<file path="src/hw/rtl/gqm_pkg.sv">
`default_nettype none

package gqm_pkg;

  // field widths
  localparam int SymWidth   = 8;
  localparam int ModeWidth  = 2;
  localparam int OutWidth   = 16;
  localparam int LevelWidth = 16;
  localparam int IdxWidth   = SymWidth / 2;
  localparam int LutAddrW   = ModeWidth + IdxWidth;
  localparam int LutDepth   = 1 << LutAddrW;

  // level format: unit amplitude in Q2.30, level in Q1.(LevelWidth-2)
  localparam int UnitFrac  = 30;
  localparam int FracBits  = LevelWidth - 2;
  localparam int RoundSh   = UnitFrac - FracBits;

  typedef enum logic [ModeWidth-1:0] {
    MODE_QPSK   = 2'd0,
    MODE_QAM16  = 2'd1,
    MODE_QAM64  = 2'd2,
    MODE_QAM256 = 2'd3
  } mode_e;

  typedef logic signed [OutWidth-1:0] level_t;
  typedef logic [LutDepth-1:0][OutWidth-1:0] level_tbl_t;

  // unit amplitude per mode: 1/sqrt(2), 1/sqrt(10), 1/sqrt(42), 1/sqrt(170)
  localparam longint unsigned UnitQ30 [4] = '{
    64'd759250125, 64'd339546978, 64'd165681960, 64'd82352239
  };

  // gray-ordered odd multipliers per mode
  localparam int OddQpsk [2]  = '{-1, 1};
  localparam int Odd16   [4]  = '{-1, -3, 1, 3};
  localparam int Odd64   [8]  = '{-3, -1, -5, -7, 3, 1, 5, 7};
  localparam int Odd256  [16] = '{-5, -7, -3, -1, -11, -9, -13, -15,
                                  5, 7, 3, 1, 11, 9, 13, 15};

  function automatic int odd_of(int mode, int idx);
    int res;
    case (mode)
      0:       res = OddQpsk[idx % 2];
      1:       res = Odd16[idx % 4];
      2:       res = Odd64[idx % 8];
      default: res = Odd256[idx % 16];
    endcase
    return res;
  endfunction

  // rounded signed levels for every mode and half-symbol index
  function automatic level_tbl_t build_levels();
    level_tbl_t      tbl;
    int              m;
    int              i;
    int              odd;
    longint unsigned mag;
    longint unsigned r;
    for (m = 0; m < 4; m++) begin
      for (i = 0; i < (1 << IdxWidth); i++) begin
        odd = odd_of(m, i);
        mag = longint'((odd < 0) ? -odd : odd) * UnitQ30[m];
        r   = (mag + (64'd1 << (RoundSh - 1))) >> RoundSh;
        if (odd < 0) begin
          r = 64'd0 - r;
        end
        tbl[m * (1 << IdxWidth) + i] = r[OutWidth-1:0];
      end
    end
    return tbl;
  endfunction

  localparam level_tbl_t LevelTbl = build_levels();

endpackage

`default_nettype wire

</file>
<file path="src/hw/rtl/gqm_sym_if.sv">
`default_nettype none

interface gqm_sym_if;
  logic                             valid;
  logic                             ready;
  logic [gqm_pkg::SymWidth-1:0]     symbol_bits;
  logic                             last_symbol;

  modport source (output valid, output symbol_bits, output last_symbol, input ready);
  modport sink   (input valid, input symbol_bits, input last_symbol, output ready);
endinterface

`default_nettype wire

</file>
<file path="src/hw/rtl/gqm_pt_if.sv">
`default_nettype none

interface gqm_pt_if;
  logic                                valid;
  logic                                ready;
  logic signed [gqm_pkg::OutWidth-1:0] inphase_level;
  logic signed [gqm_pkg::OutWidth-1:0] quadrature_level;
  logic                                last_out;

  modport source (output valid, output inphase_level, output quadrature_level,
                  output last_out, input ready);
  modport sink   (input valid, input inphase_level, input quadrature_level,
                  input last_out, output ready);
endinterface

`default_nettype wire

</file>
<file path="src/hw/rtl/gray_qam_symbol_mapper.sv">
`default_nettype none

// channel   dir  payload                                          beat
// sym_i     in   symbol_bits[7:0], last_symbol                    one symbol
// pt_o      out  inphase_level[15:0], quadrature_level[15:0],     one point
//                last_out
// cfg       in   cfg_we_i, cfg_wdata_i[1:0] (mode)                one write
//
// two register stages: input register and result register, with the table lookup between them.
// one beat per cycle sustained while pt_o is ready.
// the rate is set by the combinational constant-table lookups between the two registers.
// stalls on pt_o propagate back stage by stage; a full stage holds while stalled, an empty one loads.
// reset clears the stage valids and sets the mode to qpsk.

module gray_qam_symbol_mapper (
  input  logic                             clk_i,
  input  logic                             rst_ni,
  gqm_sym_if.sink                          sym_i,
  gqm_pt_if.source                         pt_o,
  input  logic                             cfg_we_i,
  input  logic [gqm_pkg::ModeWidth-1:0]    cfg_wdata_i
);
  import gqm_pkg::*;

  mode_e                 mode_q;
  logic                  s1_valid_q;
  logic [SymWidth-1:0]   s1_bits_q;
  logic                  s1_last_q;
  logic                  s2_valid_q;
  level_t                s2_i_q;
  level_t                s2_q_q;
  logic                  s2_last_q;
  level_t                i_level;
  level_t                q_level;
  logic                  s2_load;
  logic                  s1_load;

  // mode register
  always_ff @(posedge clk_i or negedge rst_ni) begin
    if (!rst_ni) begin
      mode_q <= MODE_QPSK;
    end else if (cfg_we_i) begin
      mode_q <= mode_e'(cfg_wdata_i);
    end
  end

  // stage handshake
  assign s2_load   = !s2_valid_q || pt_o.ready;
  assign s1_load   = !s1_valid_q || s2_load;
  assign sym_i.ready = s1_load;

  // input register
  always_ff @(posedge clk_i or negedge rst_ni) begin
    if (!rst_ni) begin
      s1_valid_q <= 1'b0;
    end else if (s1_load) begin
      s1_valid_q <= sym_i.valid;
    end
  end

  always_ff @(posedge clk_i) begin
    if (s1_load && sym_i.valid) begin
      s1_bits_q <= sym_i.symbol_bits;
      s1_last_q <= sym_i.last_symbol;
    end
  end

  // level lookup
  gqm_level_lut u_lut (
    .mode_i        (mode_q),
    .symbol_bits_i (s1_bits_q),
    .i_level_o     (i_level),
    .q_level_o     (q_level)
  );

  // result register
  always_ff @(posedge clk_i or negedge rst_ni) begin
    if (!rst_ni) begin
      s2_valid_q <= 1'b0;
    end else if (s2_load) begin
      s2_valid_q <= s1_valid_q;
    end
  end

  always_ff @(posedge clk_i) begin
    if (s2_load && s1_valid_q) begin
      s2_i_q    <= i_level;
      s2_q_q    <= q_level;
      s2_last_q <= s1_last_q;
    end
  end

  assign pt_o.valid            = s2_valid_q;
  assign pt_o.inphase_level    = s2_i_q;
  assign pt_o.quadrature_level = s2_q_q;
  assign pt_o.last_out         = s2_last_q;

  // checks
  a_s1_moves: assert property (@(posedge clk_i) disable iff (!rst_ni)
    s1_valid_q && s2_load |=> pt_o.valid)
    else $error("stage one beat did not reach the result register");

  a_last_follows: assert property (@(posedge clk_i) disable iff (!rst_ni)
    s1_valid_q && s2_load |=> pt_o.last_out == $past(s1_last_q))
    else $error("last flag not carried with its beat");

  a_ready_low: assert property (@(posedge clk_i) disable iff (!rst_ni)
    !sym_i.ready |-> s1_valid_q && pt_o.valid && !pt_o.ready)
    else $error("input stalled without a full pipe");

  a_level_nonzero: assert property (@(posedge clk_i) disable iff (!rst_ni)
    pt_o.valid |-> pt_o.inphase_level != '0 && pt_o.quadrature_level != '0)
    else $error("zero constellation level");

endmodule

`default_nettype wire

</file>
<file path="src/hw/rtl/gqm_level_lut.sv">
`default_nettype none

module gqm_level_lut (
  input  gqm_pkg::mode_e                    mode_i,
  input  logic [gqm_pkg::SymWidth-1:0]      symbol_bits_i,
  output logic signed [gqm_pkg::OutWidth-1:0] i_level_o,
  output logic signed [gqm_pkg::OutWidth-1:0] q_level_o
);
  import gqm_pkg::*;

  logic [IdxWidth-1:0] i_idx;
  logic [IdxWidth-1:0] q_idx;

  // split the used bits into in-phase (upper) and quadrature (lower) halves
  always_comb begin
    case (mode_i)
      MODE_QPSK: begin
        i_idx = {3'b000, symbol_bits_i[1]};
        q_idx = {3'b000, symbol_bits_i[0]};
      end
      MODE_QAM16: begin
        i_idx = {2'b00, symbol_bits_i[3:2]};
        q_idx = {2'b00, symbol_bits_i[1:0]};
      end
      MODE_QAM64: begin
        i_idx = {1'b0, symbol_bits_i[5:3]};
        q_idx = {1'b0, symbol_bits_i[2:0]};
      end
      MODE_QAM256: begin
        i_idx = symbol_bits_i[7:4];
        q_idx = symbol_bits_i[3:0];
      end
      default: begin
        i_idx = '0;
        q_idx = '0;
      end
    endcase
  end

  // constant level table lookup
  assign i_level_o = LevelTbl[{mode_i, i_idx}];
  assign q_level_o = LevelTbl[{mode_i, q_idx}];

endmodule

`default_nettype wire

</file>
<file path="src/flat_wrapper.sv">
// flat-port wrapper written by rule: the top's interface ports become plain ports
module gray_qam_symbol_mapper_flat import gqm_pkg::*;
  (clk_i, rst_ni, cfg_we_i, cfg_wdata_i, sym_i_valid, sym_i_symbol_bits, sym_i_last_symbol, sym_i_ready, pt_o_valid, pt_o_inphase_level, pt_o_quadrature_level, pt_o_last_out, pt_o_ready);
  gqm_sym_if sym_i_i ();
  gqm_pt_if pt_o_i ();
  input  logic clk_i;
  input  logic rst_ni;
  input  logic cfg_we_i;
  input  logic [gqm_pkg::ModeWidth-1:0] cfg_wdata_i;
  input wire logic [$bits(sym_i_i.valid)-1:0] sym_i_valid;
  input wire logic [$bits(sym_i_i.symbol_bits)-1:0] sym_i_symbol_bits;
  input wire logic [$bits(sym_i_i.last_symbol)-1:0] sym_i_last_symbol;
  output wire logic [$bits(sym_i_i.ready)-1:0] sym_i_ready;
  output wire logic [$bits(pt_o_i.valid)-1:0] pt_o_valid;
  output wire logic [$bits(pt_o_i.inphase_level)-1:0] pt_o_inphase_level;
  output wire logic [$bits(pt_o_i.quadrature_level)-1:0] pt_o_quadrature_level;
  output wire logic [$bits(pt_o_i.last_out)-1:0] pt_o_last_out;
  input wire logic [$bits(pt_o_i.ready)-1:0] pt_o_ready;
  assign sym_i_i.valid = sym_i_valid;
  assign sym_i_i.symbol_bits = sym_i_symbol_bits;
  assign sym_i_i.last_symbol = sym_i_last_symbol;
  assign sym_i_ready = sym_i_i.ready;
  assign pt_o_valid = pt_o_i.valid;
  assign pt_o_inphase_level = pt_o_i.inphase_level;
  assign pt_o_quadrature_level = pt_o_i.quadrature_level;
  assign pt_o_last_out = pt_o_i.last_out;
  assign pt_o_i.ready = pt_o_ready;
  gray_qam_symbol_mapper u_core (.clk_i(clk_i), .rst_ni(rst_ni), .sym_i(sym_i_i), .pt_o(pt_o_i), .cfg_we_i(cfg_we_i), .cfg_wdata_i(cfg_wdata_i));
endmodule
</file>
<file path="config.mk">
export PLATFORM = sky130hd
export DESIGN_NAME = gray_qam_symbol_mapper_flat
export DESIGN_NICKNAME = d
export VERILOG_FILES = /design/src/hw/rtl/gqm_pkg.sv /design/src/hw/rtl/gqm_sym_if.sv /design/src/hw/rtl/gqm_pt_if.sv /design/src/hw/rtl/gray_qam_symbol_mapper.sv /design/src/hw/rtl/gqm_level_lut.sv /design/src/flat_wrapper.sv
export SDC_FILE = /design/constraint.sdc
export NUM_CORES = 1
export LEC_CHECK = 0
export BUFFER_PORTS_ARGS = -buffer_cell sky130_fd_sc_hd__buf_4
export CAP_MARGIN = 30
export CORE_MARGIN = 2
export CORE_UTILIZATION = 50
export DETAILED_ROUTE_END_ITERATION = 8
export GPL_TIMING_DRIVEN = 0
export PLACE_DENSITY = 0.73
export REMOVE_ABC_BUFFERS = 1
export SLEW_MARGIN = 20
export SYNTH_ARGS = -nofsm -noshare
export SYNTH_HDL_FRONTEND = slang
export SYNTH_SLANG_ARGS = --single-unit
</file>
<file path="constraint.sdc">
create_clock -name clk_i -period 4.3 [get_ports clk_i]
set_clock_uncertainty 0.15 [all_clocks]
set_input_delay 0.215 -clock clk_i [delete_from_list [all_inputs] [get_ports clk_i]]
set_output_delay 0.215 -clock clk_i [all_outputs]
set_load 0.05 [all_outputs]
</file>
Word level (Yosys, flattened, before mapping)
Memory sizes are Yosys's and may differ from the RTL's. A register that Yosys moved wholly into a read port is not among the register bits. Cells that the tools add are included.

Equality and inequality tests: 3. Mux-type cells: 2. Reductions and logical operators: 7.

Operators with widths (count): $pmux W4 S4 (2); $eq A2 B2 Y1 const B (2); $eq A2 B1 Y1 const B (1); $logic_and A1 B1 Y1 (2); $logic_not A1 Y1 (2); $logic_not A2 Y1 (1); $logic_or A1 B1 Y1 (2).

Register bits after elaboration: 14. ROM bits: 2048. Word-level logic and storage cells: 20. Memories: 2.

Memories: (name not given) (depth 64, bits a word 16, read ports 1, clocked after memory_dff 1, write ports 0, RTL line gqm_level_lut.sv:42) `assign q_level_o = LevelTbl[{mode_i, q_idx}];`; (name not given) (depth 64, bits a word 16, read ports 1, clocked after memory_dff 1, write ports 0, RTL line gqm_level_lut.sv:41) `assign i_level_o = LevelTbl[{mode_i, i_idx}];`.

Depth between registers and ports, before layout
Depth in word-level cells: 4. Gate-level depth with buffers: 11.

Cells and area by module
Synthesis repeated with hierarchy kept, for this count alone.

Cells, all modules: 317. Area total of the unflattened synthesis: 3240.6 µm².

By module, submodules not included: gqm_level_lut (times used 1, cells an instance 263, area an instance 1803.0 µm², seq. area each 0.0 µm²); gray_qam_symbol_mapper (times used 1, cells an instance 54, area an instance 1437.6 µm², seq. area each 1361.3 µm²).

Least setup slack after synthesis
No wires, ideal clock.

Kind: reg2reg. From: register u_core.s1_bits_q[5]. To: register u_core.s2_i_q[6], in the netlist u_core.pt_o.inphase_level[6] (data pin). Setup time: 0.264 ns. Data arrival time: 2.267 ns. Data required time: 3.886 ns. Slack: 1.620 ns. Cell stages (with the launch flop): 10. Buffers on the path: 2. Cell sequence: edfxtp_1 > buf_2 > mux2_2 > a21oi_4 > inv_1 > ha_1 > buf_1 > xnor2_1 > nor2_1 > o41a_1.

Cells in the longest elaborated chain, start to end: 1.

RTL lines: from (decl) (RTL line gray_qam_symbol_mapper.sv:27) `logic [SymWidth-1:0] s1_bits_q;`; from (signal assigned) (RTL line gray_qam_symbol_mapper.sv:63) `s1_bits_q <= sym_i.symbol_bits;`; $pmux W4 S4 (RTL line gqm_level_lut.sv:16) `case (mode_i)`; to (decl) (RTL line gray_qam_symbol_mapper.sv:30) `level_t s2_i_q;`.

No other way between the ends. A chain may end at the register's enable or synchronous reset.

Worst setup path in the final report
From: register u_core.mode_q[0]. To: register u_core.s2_i_q[6], in the netlist u_core.pt_o.inphase_level[6] (data pin).

Cells in the longest elaborated chain, start to end: 2.

RTL lines: from (decl) (RTL line gray_qam_symbol_mapper.sv:25) `mode_e mode_q;`; from (signal assigned) (RTL line gray_qam_symbol_mapper.sv:43) `mode_q <= mode_e'(cfg_wdata_i);`; $eq A2 B2 Y1 (tied with other cells) (RTL line gqm_level_lut.sv:16); $pmux W4 S4 (RTL line gqm_level_lut.sv:16).

Several ways; a longest one is shown, not always the timed one.

==> metrics.cfg <==
[cts]
cts_tree=done
cts_setup_buffers=0
htree_levels=2
numCtsBuffers=5
cts_buffer_depth=2
clk_latency_ps=300
clockRootBuffer=clkbuf_8
clock-sinks=46
cts.clk_slew.worst_paths_ps=80

[place]
place_area_sq_mm=0.00358
detailedPlacementHpwl_um=5140
port_buffers=50
routabilityCongestion=1.01
pre_cts_slack_ps=1200

[final_layout]
diodes=0
syn_to_final_growth_pct=18.0
final_layout_size_suffix_gt1_frac=0.198
nNetsFinal=412
stdcell_area_sq_mm=0.00380

[critical_path]
crit_path_start=u_core.mode_q[0]
cp.arrival_ps=3030
ff2ff_path_depth=9
r2r_end=u_core.pt_o.inphase_level[6]
worst-r2r-setup-slack_ps=1160
required_ps=4200
worstSetupPathType=reg2reg
rr_startpoint=u_core.mode_q[0]
end_kind=register
worstSetupStartpointType=register
path_max_fanout=36

[sta]
finalCritPeriodShare=0.729
slew_violations=0
rsz0062_at_grt=false
finalHoldViolCount=0
setup_viol=0
fin_tns_setup_ps=0
period_needed_ps=3140
fmax_mhz=319
fin_ws_ps=1160
worst_pin_slew_ps=833
max_slew_margin=0.445

[drt]
totalWireLength_um=7790
avgViaCountPerCell=6.14
post_drt_wl_per_cell_um=17.1
drc=0
ant_nets=0
drt_first_pass_iters=6
drtIter0Drc=428
vias=2794

[synth]
yosysUniqueCellTypes=63
synth_area_sq_mm=0.00322
yosys_warnings=0
yosys.area.top_type_share=0.391
synth_edf_count=42
seq_area_frac_synth=0.422
ys_top_cells_by_area=edfxtp_1, ha_1, a21oi_1
yosysTopAreaCell=edfxtp_1
postSynthAreaPerCell_sq_um=9.74
ys.flop_type=edfxtp_1
synth_seq_cells=46
netlist_instances=331
postSynth.asyncResetShare=0.0870

[floorplanning]
pin_count=51
fp.dieW_um=84.3
die-area_sq_mm=0.00711
num_rows=29
initial_utilization=0.514
core_sq_mm=0.00628
die_y_um=84.3

[global_route]
antenna_found_initial=0
overflow=0
grt_use_total=0.223
grt_pass1_vias=2620
grt_pass1_wl_um=12800
grt_max_degree=45

[worst_hold_path]
min_path_type=in2reg
worstHoldStart=pt_o_ready
hold_end=u_core.pt_o.valid
whs_path_depth=3

[power]
p_leak_nw=1.51
power.density_mw_per_mm2=359
max-vdd-ir-drop_mv=0.199

[outcome]
status=finished, final reports clean

[run]
cap_violations=0

## state kept, by name, indices dropped and copies added (netlist names)
signal                        flops
u_core.pt_o.inphase_level        16
u_core.pt_o.valid                 1
u_core.s1_last_q                  1
u_core.mode_q                     2
u_core.s1_bits_q                  8
u_core.pt_o.quadrature_level     16
u_core.pt_o.last_out              1
u_core.s1_valid_q                 1
## where the power goes
part           internal, W  switching, W
combinational     0.000178      0.000329
sequential        0.000554     0.0000475
clock             0.000116      0.000142
total             0.000848      0.000518
## per-layer routing
metal  routed length, um  global-route usage  share of wire
met1                3410               0.307           0.44
met2                3570               0.353           0.46
met3                 703              0.0492          0.090
met4                 109              0.0718          0.014
met5                   0                   0              0
## logic make-up after synthesis
logic type                 after synthesis  synth area share
AOI/OAI and AO/OA                      106             0.225
xor gates and xnor gates                 4            0.0109
adders and majority gates               19            0.0737
buffers and inverters                   40            0.0609
DFF                                     46             0.422
muxes                                   14            0.0497
and+or+nand+nor                        102             0.158
## Yosys cell counts, drive strengths merged, types with 6 or more instances
cell and n:
mux2i 10, nor2b 6, o21ai 23, nand2b 10
a21oi 28, clkbuf 7, ha 19, a211oi 6
inv 13, buf 20, o211ai 8, nand2 27
nor2 28, nand3 10, edfxtp 42
## metrics by stage
step,utilization,std cells,hold slack [ps],power (W)
after detailed placement,0.571,433,-137,0.00110
after global routing,0.606,455,87.1,0.00143
after global placement,0.565,431,-137,0.00109
after CTS,0.606,455,59.8,0.00137
final,0.606,455,62.1,0.00137
after floorplan,-,304,-231,0.000957
## critical path, cell delays in order, from the launching register on
cell,delay [ps]
dfrtp_2,570
buf_12,240
mux2_2,390
a21oi_4,220
inv_1,170
ha_1,300
nor2_1,210
nand3b_1,140
a21oi_1,80
o41a_1,410
## cells in the final DEF, fill, tap and decap left out, drive strengths merged, types with 4 or more instances in the layout
cell type    instances
a211oi               6
o21ai               23
nand2b              10
edfxtp              42
a21o                 4
mux2i               10
inv                 13
clkbuf               8
nor3                 5
nand2               27
a31oi                5
buf                 52
nor2b                6
o311ai               4
a21oi               28
nor2                28
dfrtp                4
o31ai                4
o211ai               8
and2                 4
nand3               10
nand3b               4
ha                  19
dlygate4sd3         14
## worst max-delay path by stage
stage                                               to  slack, ps  cells past startpoint
after floorplan           u_core.pt_o.inphase_level[6]       1020                      7
after global placement    u_core.pt_o.inphase_level[6]        480                      7
after detailed placement  u_core.pt_o.inphase_level[6]       1200                      8
after CTS                 u_core.pt_o.inphase_level[6]       1180                      8
after global routing      u_core.pt_o.inphase_level[6]       1010                      8
final                     u_core.pt_o.inphase_level[6]       1160                      9
## what timing repair did
action / in CTS / in global routing
gates resized for setup: 0 / 0
hold buffers: 14 / 0
hold endpoints to repair: 16 / 0
## cell type report
class                   count  area, sq um
flip-flops and latches     46         1360
multi-input cells         245         1670
clock buffers               8         80.1
fillers                   536         2470
inverters                  13         48.8
well taps                  77         96.3
repair buffers             66          547
(Power assumes the default switching activity.)
